===== src/hw/rtl/double_hash_key_set_macros.svh =====
// Assertion macros for the key set.
`ifndef DOUBLE_HASH_KEY_SET_MACROS_SVH
`define DOUBLE_HASH_KEY_SET_MACROS_SVH
`define DHKS_ASSERT(label, clk, rst_n, prop, msg) \
  label: assert property (@(posedge clk) disable iff (!rst_n) (prop)) else $error(msg);
`define DHKS_ASSERT_NR(label, clk, prop, msg) \
  label: assert property (@(posedge clk) (prop)) else $error(msg);
`endif


===== src/hw/rtl/dhks_pkg.sv =====
package dhks_pkg;
  localparam int unsigned CapacityLog2Def = 10;
  localparam int unsigned MaxKeyBytesDef = 8;
  localparam logic [1:0] KIND_LOOKUP = 2'd0;
  localparam logic [1:0] KIND_ADD = 2'd1;
  localparam logic [1:0] KIND_REMOVE = 2'd2;
  localparam logic [1:0] KIND_NONE = 2'd3;
  localparam logic [1:0] OUT_OK = 2'd0;
  localparam logic [1:0] OUT_FAIL = 2'd1;
  localparam logic [1:0] OUT_FULL = 2'd2;
  localparam logic [1:0] MARK_EMPTY = 2'd0;
  localparam logic [1:0] MARK_LIVE = 2'd1;
  localparam logic [1:0] MARK_TOMB = 2'd2;

  typedef struct packed {
    logic load;
    logic hash_step;
    logic probe_rd;
    logic advance;
    logic wr_live;
    logic wr_tomb;
  } cmd_t;

  typedef struct packed {
    logic hash_done;
    logic is_empty;
    logic is_match;
    logic have_tomb;
    logic probes_done;
    logic at_full;
    logic clr_done;
  } sts_t;
endpackage


===== src/hw/rtl/dhks_ctrl.sv =====
`include "double_hash_key_set_macros.svh"
module dhks_ctrl import dhks_pkg::*; (
  input  logic       clk_i,
  input  logic       rst_ni,
  input  logic       in_valid_i,
  output logic       in_ready_o,
  input  logic [1:0] kind_i,
  output logic       out_valid_o,
  input  logic       out_ready_i,
  output logic [1:0] outcome_o,
  output cmd_t       cmd_o,
  input  sts_t       sts_i
);
  localparam logic [2:0] S_IDLE = 3'd0;
  localparam logic [2:0] S_HASH = 3'd1;
  localparam logic [2:0] S_READ = 3'd2;
  localparam logic [2:0] S_CHECK = 3'd3;
  localparam logic [2:0] S_DONE = 3'd4;

  logic [2:0] state_q, state_d;
  logic [1:0] kind_q, res_q, res_d, out_q;
  logic       ov_q, ov_d;

  assign in_ready_o = (state_q == S_IDLE) && sts_i.clr_done;
  assign out_valid_o = ov_q;
  assign outcome_o = out_q;

  always_comb begin
    state_d = state_q;
    res_d = res_q;
    ov_d = ov_q && !out_ready_i;
    cmd_o = '0;
    case (state_q)
      S_IDLE: begin
        if (in_valid_i && in_ready_o) begin
          cmd_o.load = 1'b1;
          state_d = S_HASH;
        end
      end
      S_HASH: begin
        if (kind_q == KIND_NONE) begin
          res_d = OUT_FAIL; state_d = S_DONE;
        end else if (kind_q == KIND_ADD && sts_i.at_full) begin
          res_d = OUT_FULL; state_d = S_DONE;
        end else if (sts_i.hash_done) begin
          state_d = S_READ;
        end else begin
          cmd_o.hash_step = 1'b1;
        end
      end
      S_READ: begin
        if (sts_i.probes_done) begin
          if (kind_q == KIND_ADD) begin
            if (sts_i.have_tomb) begin
              cmd_o.wr_live = 1'b1; res_d = OUT_OK;
            end else begin
              res_d = OUT_FULL;
            end
          end else begin
            res_d = OUT_FAIL;
          end
          state_d = S_DONE;
        end else begin
          cmd_o.probe_rd = 1'b1;
          state_d = S_CHECK;
        end
      end
      S_CHECK: begin
        state_d = S_DONE;
        if (sts_i.is_empty) begin
          if (kind_q == KIND_ADD) begin
            cmd_o.wr_live = 1'b1; res_d = OUT_OK;
          end else begin
            res_d = OUT_FAIL;
          end
        end else if (sts_i.is_match) begin
          if (kind_q == KIND_REMOVE) cmd_o.wr_tomb = 1'b1;
          res_d = (kind_q == KIND_ADD) ? OUT_FAIL : OUT_OK;
        end else begin
          cmd_o.advance = 1'b1;
          state_d = S_READ;
        end
      end
      S_DONE: begin
        if (!ov_q) begin
          ov_d = 1'b1;
          state_d = S_IDLE;
        end
      end
      default: state_d = S_IDLE;
    endcase
  end

  always_ff @(posedge clk_i or negedge rst_ni) begin
    if (!rst_ni) begin
      state_q <= S_IDLE;
      ov_q <= 1'b0;
    end else begin
      state_q <= state_d;
      ov_q <= ov_d;
    end
  end

  always_ff @(posedge clk_i) begin
    res_q <= res_d;
    if (cmd_o.load) kind_q <= kind_i;
    if (state_q == S_DONE && !ov_q) out_q <= res_q;
  end

  `DHKS_ASSERT(a_one_write, clk_i, rst_ni, !(cmd_o.wr_live && cmd_o.wr_tomb), "two writes")
  `DHKS_ASSERT(a_out_stable, clk_i, rst_ni, (ov_q && !out_ready_i) |=> $stable(out_q), "out moved")
  `DHKS_ASSERT(a_done_holds, clk_i, rst_ni, (state_q == S_DONE && ov_q) |=> (state_q == S_DONE), "done left")
  `DHKS_ASSERT(a_out_after_done, clk_i, rst_ni, $rose(ov_q) |-> $past(state_q == S_DONE), "bad out")
endmodule


===== config.mk =====
export PLATFORM = sky130hd
export DESIGN_NAME = dhks_ctrl
export DESIGN_NICKNAME = d
export VERILOG_FILES = /design/src/hw/rtl/dhks_pkg.sv /design/src/hw/rtl/dhks_ctrl.sv
export VERILOG_INCLUDE_DIRS = /design/src /design/src/hw/rtl
export SDC_FILE = /design/constraint.sdc
export NUM_CORES = 1
export LEC_CHECK = 0
export ABC_AREA = 1
export BUFFER_PORTS_ARGS = -buffer_cell sky130_fd_sc_hd__buf_4
export CAP_MARGIN = 20
export CORE_AREA = 2 2 52 54
export DETAILED_ROUTE_END_ITERATION = 16
export DIE_AREA = 0 0 54 56
export PLACE_DENSITY = 0.45
export SETUP_SLACK_MARGIN = 0.15
export SYNTH_ARGS = -nofsm -noshare
export SYNTH_HDL_FRONTEND = slang
export SYNTH_SLANG_ARGS = --single-unit

===== constraint.sdc =====
create_clock -name clk_i -period 3.2 [get_ports clk_i]
set_input_delay 0.16 -clock clk_i [delete_from_list [all_inputs] [get_ports clk_i]]
set_output_delay 0.16 -clock clk_i [all_outputs]
set_load 0.05 [all_outputs]

# Word-level counts from Yosys, hierarchy flattened
# Cells that the tools add are included.
[totals] wordCells=71 input_bits=13 reg_bits=10
[op_classes] n_mux=42 n_eq_ne=13 n_reduce_logical=11
[op_table] operator="1-bit two-way mux" count=24
[op_table] operator="3-bit two-way mux" count=8
[op_table] operator="3-bit case mux with 5 select lines" count=1
[op_table] operator="2-bit two-way mux" count=7
[op_table] operator="3-bit by 2-bit equality test with 1-bit output, second input constant" count=2
[op_table] operator="3-bit inequality test, second input constant" count=2
[op_table] operator="2-bit case mux with 3 select lines" count=1
[op_table] operator="1-bit logical AND" count=5
[op_table] operator="2-bit equality test, second input constant" count=2
[op_table] operator="2-bit inequality test, second input constant" count=2
[op_table] operator="4-bit inequality test, second input constant" count=1
[op_table] operator="4-bit AND reduction" count=1
[op_table] operator="3-bit by 1-bit equality test with 1-bit output, second input constant" count=1
[op_table] operator="3-bit equality test, second input constant" count=1
[op_table] operator="3-bit zero test" count=1
[op_table] operator="3-bit AND reduction" count=1
[op_table] operator="3-bit nonzero test" count=1
[op_table] operator="2-bit by 1-bit equality test with 1-bit output, second input constant" count=1
[op_table] operator="1-bit zero test" count=2
[op_table] operator="2-bit by 1-bit inequality test with 1-bit output, second input constant" count=1
[op_table] operator="1-bit case mux with 2 select lines" count=1

# Longest topological paths before layout
[logic_depth] word_depth=5 mapped_depth=7

# Worst setup path after synthesis
# OpenSTA, ideal clock, no wires.
[synth_timing] kind="register to register" from="register state_q[0]" to="register kind_q[0], enable pin" setup_time_ns=0.411 period_less_slack_ns=2.310 stages_incl_launch_ff=6 path_slack_ns=0.890 arrival_time_ns=1.899 n_path_buf=0 t_required_ns=2.789 cell_sequence="dfrtp_1 > inv_2 > nand2_2 > inv_2 > nand2_1 > nor3_1"
[synth_rtl] item="from (decl)" line_no="dhks_ctrl.sv:20" source="logic [2:0] state_q, state_d;"
[synth_rtl] item="from (signal assigned)" line_no="dhks_ctrl.sv:99" source="state_q <= state_d;"
[synth_rtl] item="to (signal assigned)" line_no="dhks_ctrl.sv:106" source="if (cmd_o.load) kind_q <= kind_i;"
[synth_rtl] item="to (decl)" line_no="dhks_ctrl.sv:21" source="logic [1:0] kind_q, res_q, res_d, out_q;"

==> impl_metrics.env <==
export IMPL_status="finished, final reports clean"
export IMPL_drc=0
export IMPL_hold_viol=0
export IMPL_power_switching_mw=0.3179
export IMPL_ir_worst_vdd_v=0.0003530
export IMPL_core_area_mm2=0.002432
export IMPL_grtUsageMet1=0.1107
export IMPL_busiest_layer="met2"
export IMPL_wl_um=1320
export IMPL_grtUsageMet3=0.05108
export IMPL_clock_sinks=10
export IMPL_die_area_mm2=0.003024
export IMPL_worstRegToRegCells=5
export IMPL_clock_skew_ps=0.2921
export IMPL_pwr_share_seq=0.337
export IMPL_first_iter_violations=7
export IMPL_clkSlewWorstSetupHoldPaths_ps=70
export IMPL_cap_violations=0
export IMPL_rr_startpoint="state_q[0]"
export IMPL_power_density_mw_per_mm2=778.3
export IMPL_antenna_cells=0
export IMPL_grt_pass1_vias=496
export IMPL_nNetsFinal=111
export IMPL_setup_viol=0
export IMPL_grt_pass1_wl_um=2125
export IMPL_dp_slack_ps=1659
export IMPL_grt_use_met2=0.1638
export IMPL_max_clock_path_buffers=2
export IMPL_rows=18
export IMPL_die_x_um=54
export IMPL_worst_pin_slew_ps=405.1
export IMPL_crit_fanout=5
export IMPL_cp_end_kind="output pin"
export IMPL_finalMaxSlewViolations=0
export IMPL_syn_to_final_growth_pct=39.14
export IMPL_hold_start="out_ready_i"
export IMPL_intPower_mw=0.3433
export IMPL_holdPathEnd="out_valid_o"
export IMPL_cts_setup_buffers=0
export IMPL_layout_setup_ws_ps=1379
export IMPL_worstPathArrival_ps=1660
export IMPL_holdPathStages=2
export IMPL_cts_tree="done"
export IMPL_cts_root_buf="clkbuf_4"
export IMPL_critPathKind="flip-flop to output pin"
export IMPL_synth_top_area_cell="edfxtp_1"
export IMPL_drive_above_1_share=0.4688
export IMPL_ctsResizeCount=0
export IMPL_synth_distinct_cells=24
export IMPL_via_per_inst=4.095
export IMPL_grt_usage=0.09739
export IMPL_slew_headroom=0.7278
export IMPL_yosysTopAreaCellShare=0.2951
export IMPL_synthCells=69
export IMPL_final_util=0.3493
export IMPL_sw_frac_of_total=0.4807
export IMPL_fin_crit_ps=1821
export IMPL_final_common_cell="buf_4"
export IMPL_rsz0062_at_grt="false"
export IMPL_startpoint_type="flip-flop"
export IMPL_hp_class="input pin to flip-flop"
export IMPL_ioPinCount=23
export IMPL_initial_core_util=0.2510
export IMPL_leakage_nw=0.4122
export IMPL_grt_max_degree=7
export IMPL_ys_ff_latch=10
export IMPL_placed_cell_area_um2=813.3
export IMPL_finalWeightedCongestion=0.7060
export IMPL_hpwl_um=1145
export IMPL_fin_tns_setup_ps=0
export IMPL_r2r_end="kind_q[1]"
export IMPL_first_pass_iters=3
export IMPL_p_clk_frac=0.135
export IMPL_combPwrFrac=0.528
export IMPL_synth_seq_area_share=0.4590
export IMPL_synth_warnings=0
export IMPL_cts_buffers=3
export IMPL_antenna_found_initial=0
export IMPL_grt_overflow_total=0
export IMPL_clock_latency_ps=260
export IMPL_htree_levels=1
export IMPL_wl_per_cell_um=10.48
export IMPL_layout_common_cells="22 x buf_4, 11 x nand2_1, 8 x inv_1, 7 x inv_2"
export IMPL_syn_area_um2=610.6
export IMPL_portBuffers=22
export IMPL_die_h_um=56
export IMPL_stdcell_area_um2=849.6
export IMPL_startpoint="state_q[0]"
export IMPL_rrSetupSlack_ps=1740
export IMPL_crit_required_ps=3040
export IMPL_ant_nets=0
export IMPL_avgSynthCellArea_um2=8.849
export IMPL_fmax_ghz=0.5492
export IMPL_fin_crit_sh=0.5690
export IMPL_vias=516
export IMPL_synthesis_nets=83
export IMPL_yosys_top_cells_area="edfxtp_1 30%, dfrtp_1 16%, nand2_1 6.8%"
==> cell type report <==
class | instances | area [µm²]
clock buffer | 3 | 22.52
clock inverter | 1 | 3.754
multi-input combinational | 44 | 274.0
timing repair buffer | 23 | 175.2
inverter | 15 | 56.30
fill | 277 | 1583
tap | 30 | 37.54
sequential | 10 | 280.3
==> logic make-up (layout without fill, tap and decap cells) <==
logic type      Yosys count  count (layout)  synth area share
flops                    10              10            0.4590
simple gates             35              35            0.3258
compound gates            8               8            0.1024
fa+ha+maj                 1               1           0.02049
buf+inv                  15              42           0.09222
==> cells in the mapped netlist (all sizes together) <==
master and instances:
edfxtp 6, dfrtp 4, o31ai 1, nand2 14
o21bai 1, o21ai 3, o211ai 2, nand4 2
a21oi 1, nor4 1, inv 15, nand3 7
ha 1, nor2 8, nor3 3
==> flip-flops by register name, summed over array words and instances, names as in the netlist <==
register,count
state_q,3
outcome_o,2
out_valid_o,1
kind_q,2
res_q,2
==> per-layer routing <==
metal / part of all wire / wire length (µm)
met1: 0.43 / 571
met2: 0.50 / 662
met3: 0.066 / 87
met4: 0 / 0
met5: 0 / 0
==> metrics by stage <==
| step | hold WS [ps] | std cells | power [mW] |
|---|---|---|---|
| 2_1_floorplan | -135.6 | 69 | 0.4873 |
| 3_3_place_gp | -38.07 | 121 | 0.5804 |
| 3_5_place_dp | -38.89 | 121 | 0.5786 |
| 4_1_cts | 54.23 | 126 | 0.6698 |
| 5_1_grt | 51.61 | 126 | 0.7074 |
| 6_report | 56.94 | 126 | 0.6612 |
==> power by group through the flow <==
| stage | combinational [mW] | sequential [mW] | clock [mW] |
|---|---|---|---|
| 2_1_floorplan | 0.230 | 0.257 | 0 |
| 3_3_place_gp | 0.355 | 0.226 | 0 |
| 3_5_place_dp | 0.353 | 0.226 | 0 |
| 4_1_cts | 0.354 | 0.224 | 0.0921 |
| 5_1_grt | 0.381 | 0.228 | 0.0981 |
| 6_report | 0.349 | 0.223 | 0.0891 |
==> worst max-delay path: stages (launching register included) <==
cell	delay, ps
dfrtp_1	420
inv_2	140
nand2_2	90
inv_2	60
nand2_1	80
nor3_1	340
buf_4	280
==> worst max-delay path by stage <==
stage	endpoint	cells past startpoint	slack, ps
after global routing	cmd_o[5]	6	1240
after CTS	cmd_o[5]	6	1360
after global placement	cmd_o[5]	6	1700
after floorplan	kind_q[0]	5	890
final	cmd_o[5]	6	1380
after detailed placement	cmd_o[5]	6	1660
==> what timing repair did <==
action | CTS | global route
setup endpoints to repair | 0 | 0
endpoints found under the hold margin | 4 | 0
hold buffers | 1 | 0
No activity file was read; power rests on OpenSTA's default activity.
